## src/rtl/rtu_fg_pkg.sv

```systemverilog
`default_nettype none
// ----------------------------------------------------------------------------
// RTU frame gap receiver package
// Shared event codes, field widths and reset constants.
// ----------------------------------------------------------------------------
package rtu_fg_pkg;

   localparam int BUF_DEPTH_DEF = 64;

   localparam int REQ_TYPE_W = 2;
   localparam int BYTE_W     = 8;
   localparam int INDEX_W    = 6;
   localparam int LEN_W      = 7;
   localparam int GAP_W      = 16;

   localparam logic [GAP_W-1:0] GAP_TICKS_RST = 16'd10;

   // event kinds carried in req_type
   typedef enum logic [REQ_TYPE_W-1:0] {
      EV_BYTE  = 2'd0,
      EV_TICK  = 2'd1,
      EV_CLEAR = 2'd2,
      EV_READ  = 2'd3
   } req_kind_type;

endpackage : rtu_fg_pkg
`default_nettype wire

```

## src/rtl/rtu_fg_if.sv

```systemverilog
`default_nettype none
// ----------------------------------------------------------------------------
// RTU frame gap receiver channels
// Valid/ready channels for events, results and the gap threshold register.
// ----------------------------------------------------------------------------
interface rtu_fg_req_if;
   logic                               valid;
   logic                               ready;
   logic [rtu_fg_pkg::REQ_TYPE_W-1:0] req_type;
   logic [rtu_fg_pkg::BYTE_W-1:0]     rx_byte;
   logic [rtu_fg_pkg::INDEX_W-1:0]    read_index;

   modport source (output valid, output req_type, output rx_byte, output read_index,
                   input ready);
   modport sink (input valid, input req_type, input rx_byte, input read_index,
                 output ready);
endinterface : rtu_fg_req_if

interface rtu_fg_rsp_if;
   logic                           valid;
   logic                           ready;
   logic                           frame_ready;
   logic [rtu_fg_pkg::LEN_W-1:0]  frame_len;
   logic                           receiving;
   logic [rtu_fg_pkg::BYTE_W-1:0] read_data;

   modport source (output valid, output frame_ready, output frame_len,
                   output receiving, output read_data, input ready);
   modport sink (input valid, input frame_ready, input frame_len,
                 input receiving, input read_data, output ready);
endinterface : rtu_fg_rsp_if

interface rtu_fg_csr_if;
   logic                          valid;
   logic                          ready;
   logic [rtu_fg_pkg::GAP_W-1:0] gap_ticks;

   modport source (output valid, output gap_ticks, input ready);
   modport sink (input valid, input gap_ticks, output ready);
endinterface : rtu_fg_csr_if
`default_nettype wire

```

## src/rtl/rtu_fg_buf.sv

```systemverilog
`default_nettype none
// ----------------------------------------------------------------------------
// RTU frame buffer
// Single-port-write, single-read byte memory with registered read data.
// ----------------------------------------------------------------------------
module rtu_fg_buf #(
   parameter int DEPTH = rtu_fg_pkg::BUF_DEPTH_DEF,
   parameter int AW    = (DEPTH > 1) ? $clog2(DEPTH) : 1
) (
   input  wire logic                           clock,
   input  wire logic                           wr_en,
   input  wire logic [AW-1:0]                  wr_addr,
   input  wire logic [rtu_fg_pkg::BYTE_W-1:0] wr_data,
   input  wire logic                           rd_en,
   input  wire logic [AW-1:0]                  rd_addr,
   output logic      [rtu_fg_pkg::BYTE_W-1:0] rd_data
);

   logic [rtu_fg_pkg::BYTE_W-1:0] mem [DEPTH];
   logic [rtu_fg_pkg::BYTE_W-1:0] rd_data_ff;

   always_ff @(posedge clock) begin
      if (wr_en) begin
         mem[wr_addr] <= wr_data;
      end
   end

   // hold read data until the next read
   always_ff @(posedge clock) begin
      if (rd_en) begin
         rd_data_ff <= mem[rd_addr];
      end
   end

   assign rd_data = rd_data_ff;

endmodule : rtu_fg_buf
`default_nettype wire

```

## src/rtl/rtu_frame_gap_receiver_top.sv

```systemverilog
`default_nettype none
// The response beat for an accepted request beat is registered and follows in the next cycle.
// Throughput: one request beat per cycle; a new beat is taken whenever the
//   response register is empty or drains in the same cycle.
// Reset (synchronous, active high): idle, length zero, frame_ready clear,
//   gap counter zero, gap_ticks back to 10. The frame buffer is not cleared.
// ----------------------------------------------------------------------------
// RTU frame gap receiver
// Collects received bytes into a frame buffer and closes the frame after a
// run of silent ticks; answers buffer reads and reports status per event.
// ----------------------------------------------------------------------------
module rtu_frame_gap_receiver_top #(
   parameter int BUF_DEPTH = rtu_fg_pkg::BUF_DEPTH_DEF
) (
   input  wire logic clock,
   input  wire logic reset,
   rtu_fg_req_if.sink   req_if,
   rtu_fg_rsp_if.source rsp_if,
   rtu_fg_csr_if.sink   csr_if
);

   localparam int AW = (BUF_DEPTH > 1) ? $clog2(BUF_DEPTH) : 1;
   localparam int CW = $clog2(BUF_DEPTH + 1);
   localparam int GW = rtu_fg_pkg::GAP_W;

   // receiver state, one-hot
   typedef enum logic [1:0] {
      ST_IDLE = 2'b01,
      ST_RECV = 2'b10
   } rx_state_type;

   rx_state_type  state_ff, state_in;
   logic [CW-1:0] count_ff, count_in;
   logic          ready_ff, ready_in;
   logic [GW-1:0] gap_ff, gap_in;
   logic [GW-1:0] gap_ticks_ff;
   logic          rsp_valid_ff;
   logic          rd_sel_ff, rd_sel_in;

   logic          accept;
   logic [CW-1:0] base;
   logic [GW-1:0] gap_inc;
   logic          wr_en;
   logic [AW-1:0] wr_addr;
   logic          rd_en;
   logic [rtu_fg_pkg::BYTE_W-1:0] rd_data;

   // Take a beat whenever the response slot is free or drains this cycle.
   assign req_if.ready = !rsp_valid_ff || rsp_if.ready;
   assign accept       = req_if.valid && req_if.ready;

   // The user must write the threshold register only while idle; this block does not enforce it and always takes it.
   assign csr_if.ready = 1'b1;

   always_ff @(posedge clock) begin
      if (reset) begin
         gap_ticks_ff <= rtu_fg_pkg::GAP_TICKS_RST;
      end else if (csr_if.valid && csr_if.ready) begin
         gap_ticks_ff <= csr_if.gap_ticks;
      end
   end

   // Next-state logic: all work for one event fits in this single pass.
   always_comb begin
      state_in  = state_ff;
      count_in  = count_ff;
      ready_in  = ready_ff;
      gap_in    = gap_ff;
      rd_sel_in = rd_sel_ff;
      wr_en     = 1'b0;
      rd_en     = 1'b0;
      // a byte seen while idle restarts the frame at position zero
      base      = (state_ff == ST_IDLE) ? '0 : count_ff;
      wr_addr   = base[AW-1:0];
      // stop counting at the threshold; a count already above a lowered threshold holds
      gap_inc   = (gap_ff < gap_ticks_ff) ? gap_ff + GW'(1) : gap_ff;

      if (accept) begin
         rd_sel_in = 1'b0;
         case (req_if.req_type)
            rtu_fg_pkg::EV_BYTE: begin
               if (state_ff == ST_IDLE) begin
                  ready_in = 1'b0;
                  state_in = ST_RECV;
               end
               count_in = base;
               // drop bytes once the buffer is full, length holds at depth
               if (base < CW'(BUF_DEPTH)) begin
                  wr_en    = 1'b1;
                  count_in = base + CW'(1);
               end
               gap_in = '0;
            end
            rtu_fg_pkg::EV_TICK: begin
               gap_in = gap_inc;
               // close the frame once the line has been silent long enough
               if (state_ff == ST_RECV && gap_inc >= gap_ticks_ff) begin
                  ready_in = 1'b1;
                  state_in = ST_IDLE;
               end
            end
            rtu_fg_pkg::EV_CLEAR: begin
               ready_in = 1'b0;
               count_in = '0;
            end
            rtu_fg_pkg::EV_READ: begin
               // reads past the buffer return zero
               if (32'(req_if.read_index) < 32'(BUF_DEPTH)) begin
                  rd_en     = 1'b1;
                  rd_sel_in = 1'b1;
               end
            end
            default: begin
               rd_sel_in = 1'b0;
            end
         endcase
      end
   end

   always_ff @(posedge clock) begin
      if (reset) begin
         state_ff     <= ST_IDLE;
         count_ff     <= '0;
         ready_ff     <= 1'b0;
         gap_ff       <= '0;
         rd_sel_ff    <= 1'b0;
         rsp_valid_ff <= 1'b0;
      end else begin
         state_ff  <= state_in;
         count_ff  <= count_in;
         ready_ff  <= ready_in;
         gap_ff    <= gap_in;
         rd_sel_ff <= rd_sel_in;
         if (accept) begin
            rsp_valid_ff <= 1'b1;
         end else if (rsp_if.ready) begin
            rsp_valid_ff <= 1'b0;
         end
      end
   end

   rtu_fg_buf #(
      .DEPTH (BUF_DEPTH),
      .AW    (AW)
   ) u_buf (
      .clock   (clock),
      .wr_en   (wr_en),
      .wr_addr (wr_addr),
      .wr_data (req_if.rx_byte),
      .rd_en   (rd_en),
      .rd_addr (AW'(req_if.read_index)),
      .rd_data (rd_data)
   );

   // State only moves on an accepted beat, so while a response stalls the
   // status registers still show that beat's result.
   assign rsp_if.valid       = rsp_valid_ff;
   assign rsp_if.frame_ready = ready_ff;
   assign rsp_if.frame_len   = rtu_fg_pkg::LEN_W'(count_ff);
   assign rsp_if.receiving   = (state_ff == ST_RECV);
   assign rsp_if.read_data   = rd_sel_ff ? rd_data : '0;

   // a finished frame and a frame in progress never coexist
   a_ready_not_recv: assert property (@(posedge clock) disable iff (reset)
      !(ready_ff && state_ff == ST_RECV))
      else $error("frame_ready set while receiving");

   // the stored length never passes the buffer depth
   a_count_bound: assert property (@(posedge clock) disable iff (reset)
      count_ff <= CW'(BUF_DEPTH))
      else $error("frame length beyond buffer depth");

   // a byte beat restarts the gap counter
   a_byte_gap: assert property (@(posedge clock) disable iff (reset)
      accept && req_if.req_type == rtu_fg_pkg::EV_BYTE |=> gap_ff == '0)
      else $error("gap counter not restarted by byte");

   // every accepted beat yields a response on the next cycle
   a_rsp_follows: assert property (@(posedge clock) disable iff (reset)
      accept |=> rsp_valid_ff)
      else $error("response missing after accepted beat");

endmodule : rtu_frame_gap_receiver_top
`default_nettype wire

```

## src/flat_wrapper.sv

```systemverilog
// flat-port wrapper written by rule: the top's interface ports become plain ports
module rtu_frame_gap_receiver_top_flat 
#(
   parameter int BUF_DEPTH = rtu_fg_pkg::BUF_DEPTH_DEF
)
  (clock, reset, req_if_valid, req_if_req_type, req_if_rx_byte, req_if_read_index, req_if_ready, rsp_if_valid, rsp_if_frame_ready, rsp_if_frame_len, rsp_if_receiving, rsp_if_read_data, rsp_if_ready, csr_if_valid, csr_if_gap_ticks, csr_if_ready);
  rtu_fg_req_if req_if_i ();
  rtu_fg_rsp_if rsp_if_i ();
  rtu_fg_csr_if csr_if_i ();
  input  wire logic clock;
  input  wire logic reset;
  input wire logic [$bits(req_if_i.valid)-1:0] req_if_valid;
  input wire logic [$bits(req_if_i.req_type)-1:0] req_if_req_type;
  input wire logic [$bits(req_if_i.rx_byte)-1:0] req_if_rx_byte;
  input wire logic [$bits(req_if_i.read_index)-1:0] req_if_read_index;
  output wire logic [$bits(req_if_i.ready)-1:0] req_if_ready;
  output wire logic [$bits(rsp_if_i.valid)-1:0] rsp_if_valid;
  output wire logic [$bits(rsp_if_i.frame_ready)-1:0] rsp_if_frame_ready;
  output wire logic [$bits(rsp_if_i.frame_len)-1:0] rsp_if_frame_len;
  output wire logic [$bits(rsp_if_i.receiving)-1:0] rsp_if_receiving;
  output wire logic [$bits(rsp_if_i.read_data)-1:0] rsp_if_read_data;
  input wire logic [$bits(rsp_if_i.ready)-1:0] rsp_if_ready;
  input wire logic [$bits(csr_if_i.valid)-1:0] csr_if_valid;
  input wire logic [$bits(csr_if_i.gap_ticks)-1:0] csr_if_gap_ticks;
  output wire logic [$bits(csr_if_i.ready)-1:0] csr_if_ready;
  assign req_if_i.valid = req_if_valid;
  assign req_if_i.req_type = req_if_req_type;
  assign req_if_i.rx_byte = req_if_rx_byte;
  assign req_if_i.read_index = req_if_read_index;
  assign req_if_ready = req_if_i.ready;
  assign rsp_if_valid = rsp_if_i.valid;
  assign rsp_if_frame_ready = rsp_if_i.frame_ready;
  assign rsp_if_frame_len = rsp_if_i.frame_len;
  assign rsp_if_receiving = rsp_if_i.receiving;
  assign rsp_if_read_data = rsp_if_i.read_data;
  assign rsp_if_i.ready = rsp_if_ready;
  assign csr_if_i.valid = csr_if_valid;
  assign csr_if_i.gap_ticks = csr_if_gap_ticks;
  assign csr_if_ready = csr_if_i.ready;
  rtu_frame_gap_receiver_top #(.BUF_DEPTH(BUF_DEPTH)) u_core (.clock(clock), .reset(reset), .req_if(req_if_i), .rsp_if(rsp_if_i), .csr_if(csr_if_i));
endmodule
```

## config.mk

```make
export PLATFORM = sky130hd
export DESIGN_NAME = rtu_frame_gap_receiver_top_flat
export DESIGN_NICKNAME = d
export VERILOG_FILES = /design/src/rtl/rtu_fg_pkg.sv /design/src/rtl/rtu_fg_if.sv /design/src/rtl/rtu_fg_buf.sv /design/src/rtl/rtu_frame_gap_receiver_top.sv /design/src/flat_wrapper.sv
export SDC_FILE = /design/constraint.sdc
export NUM_CORES = 1
export LEC_CHECK = 0
export BUFFER_PORTS_ARGS = -buffer_cell sky130_fd_sc_hd__buf_2
export CELL_PAD_IN_SITES_DETAIL_PLACEMENT = 0
export CELL_PAD_IN_SITES_GLOBAL_PLACEMENT = 1
export CORE_MARGIN = 3
export CORE_UTILIZATION = 33
export CTS_CLUSTER_SIZE = 30
export DETAILED_ROUTE_END_ITERATION = 6
export GPL_TIMING_DRIVEN = 0
export PLACE_DENSITY = 0.63
export SYNTH_ARGS = -nofsm -noshare
export SYNTH_HDL_FRONTEND = slang
export SYNTH_SLANG_ARGS = --single-unit
export TNS_END_PERCENT = 1
```

## constraint.sdc

```tcl
create_clock -name clock -period 4.45 [get_ports clock]
set_input_delay 0.6675 -clock clock [delete_from_list [all_inputs] [get_ports clock]]
set_output_delay 0.6675 -clock clock [all_outputs]
set_load 0.01 [all_outputs]
```

==> key figures, run 1 <==
Status
  – Status: completed

Synthesis
  – Synth Net Count: between 1000 and 1500
  – Post-Synthesis Cells: 1317
  – Synth Area in Compound Gates: 0.0453
  – Xor/xnor share of the synthesized area: 0.00567
  – Synth Flop Type: edfxtp_1
  – Post-Synth Adder-Cell Area: 0.0178
  – Mux share of post-synthesis cell area: 0.139
  – Asr flop ratio synth: 0
  – Most numerous cell in the Yosys netlist: edfxtp_1
  – Ys Warns: 0
  – Top cells by count, synth: edfxtp_1, mux4_2, nor2_1, nand2_1, dfxtp_1
  – Number of synthesized flops with an enable pin: 520
  – Seq/Total Area, Yosys: 0.712
  – Largest area contributor in the synthesized netlist: edfxtp_1
  – Area share of and/or/nand/nor cells after synthesis: 0.0624
  – Mapped Area: about 0.023 mm^2
  – Share of the synthesized area in the top cell type: 0.674
  – #FFs+latches synth: between 500 and 600
  – Synth cell types: 64
  – Mean Syn Cell Area: approximately 18 um^2
  – Main combinational cell family by area after synthesis: multiplexers
  – Synth area leaders: edfxtp_1, mux4_2, dfxtp_1

STA
  – Fmax: roughly 260 MHz
  – Relative slew slack: 0.136
  – RSZ-0062 raised after global routing: false
  – Worst Setup Slack, final: 0.626 ns
  – Slew @ Worst Pin: 1.30 ns
  – Setup tns final: 0 ns
  – Max-slew violations: 0
  – Worst hold slack: 0.273 ns
  – Final Hold Vio Count: 0
  – Fin crit period: between 3 and 4 ns
  – Final setup violation count: 0
  – Period utilization: 0.859
  – Skew final: 0.0323 ns

Min path
  – Hold Path Class: in -> reg
  – Hold path depth: 3

Clocking
  – Postcts setup bufs: 0
  – Max clock buf depth: 3
  – Root Buffer: clkbuf_16
  – Clock latency on the worst-skew pair: 0.64 ns
  – Worst-path clk slew: 0.06 ns
  – CTS tree: built
  – Num CTS Buffers: 59
  – H-tree depth: 2
  – Hold buffers post-CTS: 0
  – Clock Sinks: between 500 and 600
  – CTS-repair resized insts: 0

Pwr
  – Static leakage: 8.57 nW
  – Worst VDD drop: between 0.3 and 0.4 mV
  – Cell Pwr Density: 440 mW/mm^2
  – Tot Pwr: 11.8 mW

Placement
  – I/O Buffers: 52
  – Placed cell areas: 0.0246 mm^2
  – RePlAce Congestion: 0.939
  – Pre-CTS WS: 0.427 ns
  – Placed insts: 2301
  – HPWL Detailed: between 40000 and 50000 um

Global routing
  – Largest net degree at the start of global routing: 65
  – GRT Util Overall: 0.167
  – Number of global-route vias before repair: 12900
  – Antenna violations before repair: 0
  – GRT overflow: 0
  – First-pass GRT wire length: 90000 um

Layout
  – Post-route cell area: 0.0267 mm^2
  – Ant. Diodes: 0
  – Share of layout cells above drive strength 1: 0.216
  – Register Area: 0.0165 mm^2
  – Fin cells: 2412
  – Area Overhead vs Synth: 15.4%
  – Multi-input logic area: between 0.006 and 0.007 mm^2
  – Final net count: 1501
  – FILL cells: 6304
  – Fin util: 0.387

Drt
  – Routed WL: 61800 um
  – Count of antenna-violating nets left after detailed routing: 0
  – Routed WL per cell: approximately 26 um
  – Via count: about 13000
  – Vias/cell: 5.33
  – DR DRC count: 0
  – DR iter-0 viols: 1274
  – DRT Pass-1 Iters: 5

Worst setup path
  – CP max FO: 10
  – Max incr delay on CP: 0.42 ns
  – Cell family with most CP delay: compound AO/OA/AOI/OAI gates
  – CP max-delay cell: nor3_1
  – Worst path bufs/invs: 3
  – CP Class: reg -> reg
  – Worst Setup Start Kind: register
  – CP Cell Sequence: inv_1, ha_1, a211oi_1, o21ai_1, a21oi_2, o21ai_1, buf_6, buf_2, nor3_1, xor2_1, ha_1, nand2_1, nor2_1, a211oi_1, a211oi_1, nor3_1, o31ai_1
  – Worst reg-to-reg setup slack: 0.63 ns
  – Critical Path RT: 4.94 ns
  – WP depth: 17
  – Most used cell, CP: a211oi_1
  – Signal arrival time at the worst endpoint: roughly 4.3 ns
  – Reg2Reg Depth: 17
  – Setup crit end kind: register

Floorplanning
  – Die width: roughly 270 um
  – # IOs: 57
  – Core area: 0.0691 mm^2
  – Die ar.: 0.0734 mm^2
  – Initial core utilization: 0.335
  – Die Span Y: around 270 um
  – Row Count: 96

Run
  – Max-cap violations: 0
-- sequential cells by signal, indices dropped and copies added, names as in the netlist, 2 cells and up --
| signal | count |
|---|---|
| u_core.u_buf.mem | 512 |
| u_core.gap_ff | 16 |
| u_core.state_ff | 2 |
| u_core.rsp_if.frame_len | 7 |
| u_core.gap_ticks_ff | 16 |
| u_core.u_buf.rd_data | 8 |
-- metal layers --
layer | up-vias | global-route usage | routed length (um)
li1 | 5570 | - | -
met4 | 0 | 0.0491 | 1740
met2 | 471 | 0.256 | 28100
met3 | 96 | 0.0360 | 4850
met5 | - | 0 | 0
met1 | 6714 | 0.239 | 27100
-- worst min-delay path, delay by kind of cell --
family | cells | cell delay [ns]
buffers and inverters | 1 | 0.08
AO/OA/AOI/OAI | 1 | 0.06
AND/OR/NAND/NOR | 1 | 0.04
-- cells by family after synthesis --
family                   Yosys count
AO/OA/AOI/OAI                    154
XOR/XNOR                          15
adder cells (fa/ha/maj)           33
buffers and inverters             90
flip-flops                       564
multiplexers                     158
other                              1
AND/OR/NAND/NOR                  302
-- worst paths after layout --
check,from,to
max,u_core.gap_ticks_ff[2],u_core.state_ff[0]
min,csr_if_gap_ticks[1],u_core.gap_ticks_ff[1]
max reg2reg,u_core.gap_ticks_ff[2],u_core.state_ff[0]
min reg2reg,u_core.gap_ticks_ff[2],u_core.gap_ticks_ff[2]
-- power breakdown --
group          switching, mW  total, mW  internal, mW
clock network           2.14       5.32          3.18
logic                  0.407      0.617         0.210
registers             0.0131       5.82          5.81
total                   2.56       11.8          9.19
-- cell usage in the layout, fill, tap and decap left out, types with 6 or more instances in the layout --
cell	count
clkbuf_16	60
nor3_1	18
clkinv_2	15
a211oi_1	9
dfxtp_1	44
o221ai_1	6
nand3_1	33
buf_1	8
nor2b_1	20
o21ai_0	18
buf_2	71
clkinv_1	9
edfxtp_1	520
nand4_1	18
inv_1	26
mux2i_1	26
clkbuf_1	31
clkinvlp_4	6
mux4_2	131
nand2_1	48
xor2_1	10
nor2_1	121
bufinv_16	12
a21oi_1	31
a22oi_1	28
o22ai_1	9
ha_1	33
and2_1	13
-- area by class of cell --
cell class / count / area share
tap: 931 / 0.0436
sequential: 564 / 0.617
clock buffer: 63 / 0.0566
inverter: 27 / 0.00379
buffer: 63 / 0.0112
timing repair buffer: 53 / 0.0102
clock inverter: 48 / 0.0226
multi-input combinational: 663 / 0.235
No activity file was read; power rests on OpenSTA's default activity.
==> run 2: changes to the inputs <==
--- a/config.mk
+++ b/config.mk
@@ -5,7 +5,7 @@
 export SDC_FILE = /design/constraint.sdc
 export NUM_CORES = 1
 export LEC_CHECK = 0
-export BUFFER_PORTS_ARGS = -buffer_cell sky130_fd_sc_hd__buf_2
+export BUFFER_PORTS_ARGS = -buffer_cell sky130_fd_sc_hd__clkbuf_2
 export CELL_PAD_IN_SITES_DETAIL_PLACEMENT = 0
 export CELL_PAD_IN_SITES_GLOBAL_PLACEMENT = 1
 export CORE_MARGIN = 3
@@ -13,6 +13,7 @@
 export CTS_CLUSTER_SIZE = 30
 export DETAILED_ROUTE_END_ITERATION = 6
 export GPL_TIMING_DRIVEN = 0
+export MAX_ROUTING_LAYER = met4
 export PLACE_DENSITY = 0.63
 export SYNTH_ARGS = -nofsm -noshare
 export SYNTH_HDL_FRONTEND = slang
==> run 2 against run 1 <==
Wire length decreased by 0.28%; via count up 0.19%; cell count grew 0.25%; die area unchanged; register-to-register slack worse by 0.07 ns; cell area decreased by 0.61%; largest cell class unchanged; sequential power is essentially flat; largest power group unchanged.
==> key figures, run 2 (synthesis gave the netlist of run 1 again) <==
Pwr
  – Static leakage: between 8 and 9 nW
  – Combinational power share: 0.057
  – Switching share of power: 0.220
  – Cell Pwr Density: approximately 420 mW/mm^2
  – P_int: 8.68 mW
  – P_sw: 2.44 mW
  – Worst VDD drop: ~0.30 mV
  – Clk network pwr share: 0.421
  – Reg power frac: 0.523

Layout
  – Most frequent cells in the layout: edfxtp_1, mux4_2, nor2_1
  – Post-route cell area: 0.0266 mm^2
  – Multi-input logic area: 0.00627 mm^2
  – Final net count: 1508
  – Ant. Diodes: 0
  – Share of layout cells above drive strength 1: 0.205
  – Register Area: 0.0165 mm^2
  – Reg with most FFs: u_core.u_buf.mem
  – Commonest non-fill, non-tap cell in the layout: edfxtp_1
  – Largest register FFs: 512
  – FILL cells: 6364
  – Area Overhead vs Synth: 14.7%
  – Biggest regs: u_core.u_buf.mem x512, u_core.gap_ff x16, u_core.gap_ticks_ff x16

STA
  – Max-slew violations: 0
  – Final Hold Vio Count: 0
  – Fin crit period: 3.89 ns
  – Relative slew slack: 0.0824
  – Period utilization: 0.874
  – Worst hold slack: ~0.28 ns
  – Skew final: between 0.03 and 0.04 ns
  – Final setup violation count: 0
  – Slew @ Worst Pin: 1.38 ns
  – RSZ-0062 raised after global routing: false
  – Fmax: ~260 MHz
  – Setup tns final: 0 ns

Floorplanning
  – Die Span Y: 271 um
  – # IOs: between 50 and 60
  – Die ar.: 0.0734 mm^2
  – Core area: 0.0691 mm^2
  – Initial core utilization: 0.335
  – Die width: 271 um
  – Row Count: 96

Worst setup path
  – Reg2Reg Depth: 17
  – CP Launch Point: u_core.gap_ticks_ff[2]
  – CP max FO: 10
  – CP max-delay cell: nor3_1
  – Worst setup path end: u_core.state_ff[0]
  – CP Cell Sequence: inv_1, ha_1, a211oi_1, o21ai_1, a21oi_2, o21ai_1, buf_6, buf_2, nor3_1, xor2_1, ha_1, nand2_1, nor2_1, a211oi_1, a211oi_1, nor3_1, o31ai_1
  – Critical Path RT: a little under 5 ns
  – Worst reg2reg path startpoint: u_core.gap_ticks_ff[2]
  – CP Class: reg -> reg
  – Most used cell, CP: a211oi_1
  – Signal arrival time at the worst endpoint: 4.37 ns
  – Setup crit end kind: register
  – Worst reg-to-reg setup slack: roughly 0.56 ns
  – Max incr delay on CP: 0.46 ns
  – Worst Setup Start Kind: register
  – FF-to-FF End: u_core.state_ff[0]

Clocking
  – CTS tree: built
  – Postcts setup bufs: 0
  – H-tree depth: 2
  – Worst-path clk slew: 0.06 ns
  – Hold buffers post-CTS: 0
  – Root Buffer: clkbuf_16
  – Num CTS Buffers: 60
  – CTS-repair resized insts: 0
  – Max clock buf depth: 3
  – Clock latency on the worst-skew pair: 0.63 ns
  – Clock Sinks: 564

Drt
  – Via count: 12900
  – Routed WL: around 62000 um
  – DRT Pass-1 Iters: 5
  – Vias/cell: around 5.3
  – Routed WL per cell: 25.5 um
  – Count of antenna-violating nets left after detailed routing: 0
  – DR DRC count: 0
  – DR iter-0 viols: roughly 1200

Global routing
  – Largest net degree at the start of global routing: 65
  – GRT overflow: 0
  – Number of global-route vias before repair: ~13000
  – Antenna violations before repair: 0
  – First-pass GRT wire length: roughly 89000 um
  – GRT Util Overall: 0.171

Placement
  – HPWL Detailed: 40800 um
  – RePlAce Congestion: approximately 0.96
  – Placed cell areas: approximately 0.025 mm^2
  – I/O Buffers: 52

Status
  – Status: completed

Min path
  – Hold Path Class: in -> reg

Run
  – Max-cap violations: 0
-- run 2: cell count changes in the layout (fill, tap and decap cells not counted), moves of 2 or more --
cell        previous run  this run
buf_12                 0         6
buf_2                 71        24
bufinv_16             12         2
clkbuf_1              31        45
clkbuf_16             60        62
clkbuf_2               1        48
clkinv_1               9        16
clkinv_2              15         9
clkinv_4               4         1
clkinvlp_4             6         3
-- run 2: how the worst min path moves through the flow --
stage | start | endpoint | slack [ns] | cells after the start
after floorplan | u_core.gap_ticks_ff[10] | u_core.gap_ticks_ff[10] | 0.46 | 2
after global placement | u_core.gap_ticks_ff[10] | u_core.gap_ticks_ff[10] | 0.47 | 2
after detailed placement | u_core.rsp_if.frame_ready | u_core.rsp_if.frame_ready | 0.48 | 1
after CTS | csr_if_gap_ticks[1] | u_core.gap_ticks_ff[1] | 0.25 | 3
after global routing | csr_if_gap_ticks[1] | u_core.gap_ticks_ff[1] | 0.29 | 3
final | csr_if_gap_ticks[1] | u_core.gap_ticks_ff[1] | 0.28 | 3
-- run 2: worst max-delay path: cells and delay by family (launching register included) --
| family | cells | cell delay, ns |
|---|---|---|
| AO/OA/AOI/OAI | 7 | 1.37 |
| AND/OR/NAND/NOR | 4 | 0.86 |
| adder cells (fa/ha/maj) | 2 | 0.57 |
| buffers and inverters | 3 | 0.43 |
| flip-flops | 1 | 0.33 |
| XOR/XNOR | 1 | 0.18 |
-- run 2: power groups by stage --
stage | clock, mW | sequential (mW) | combinational [mW]
after floorplan | 0 | 5.93 | 0.339
after global placement | 0 | 5.93 | 0.608
after detailed placement | 0 | 5.94 | 0.619
after CTS | 4.77 | 5.82 | 0.621
after global routing | 4.98 | 5.82 | 0.675
final | 4.68 | 5.82 | 0.630
-- run 2: final cells by class --
cell class,instances,area share
Sequential cell,564,0.621
Inverter,27,0.00382
Tap cell,931,0.0439
Timing Repair Buffer,59,0.0147
Buffer,63,0.0113
Multi-Input combinational cell,663,0.236
Clock inverter,32,0.00820
Clock buffer,79,0.0608
-- run 2: layer usage --
layer | global-route usage | share of wire | wire length (um)
met1 | 0.240 | 0.45 | 27400
met2 | 0.252 | 0.45 | 28000
met3 | 0.0325 | 0.069 | 4270
met4 | 0.0544 | 0.030 | 1870
met5 | - | 0 | 0
-- run 2: stage by stage --
stage | instances | power (mW) | utilization | worst slack [ns]
2_1_floorplan | 1317 | 6.26 | - | 1.32
3_3_place_gp | 2300 | 6.54 | 0.356 | 0.445
3_5_place_dp | 2301 | 6.55 | 0.356 | 0.399
5_1_grt | 2418 | 11.5 | 0.385 | 0.308
6_report | 2418 | 11.1 | 0.385 | 0.559
4_1_cts | 2412 | 11.2 | 0.383 | 0.488
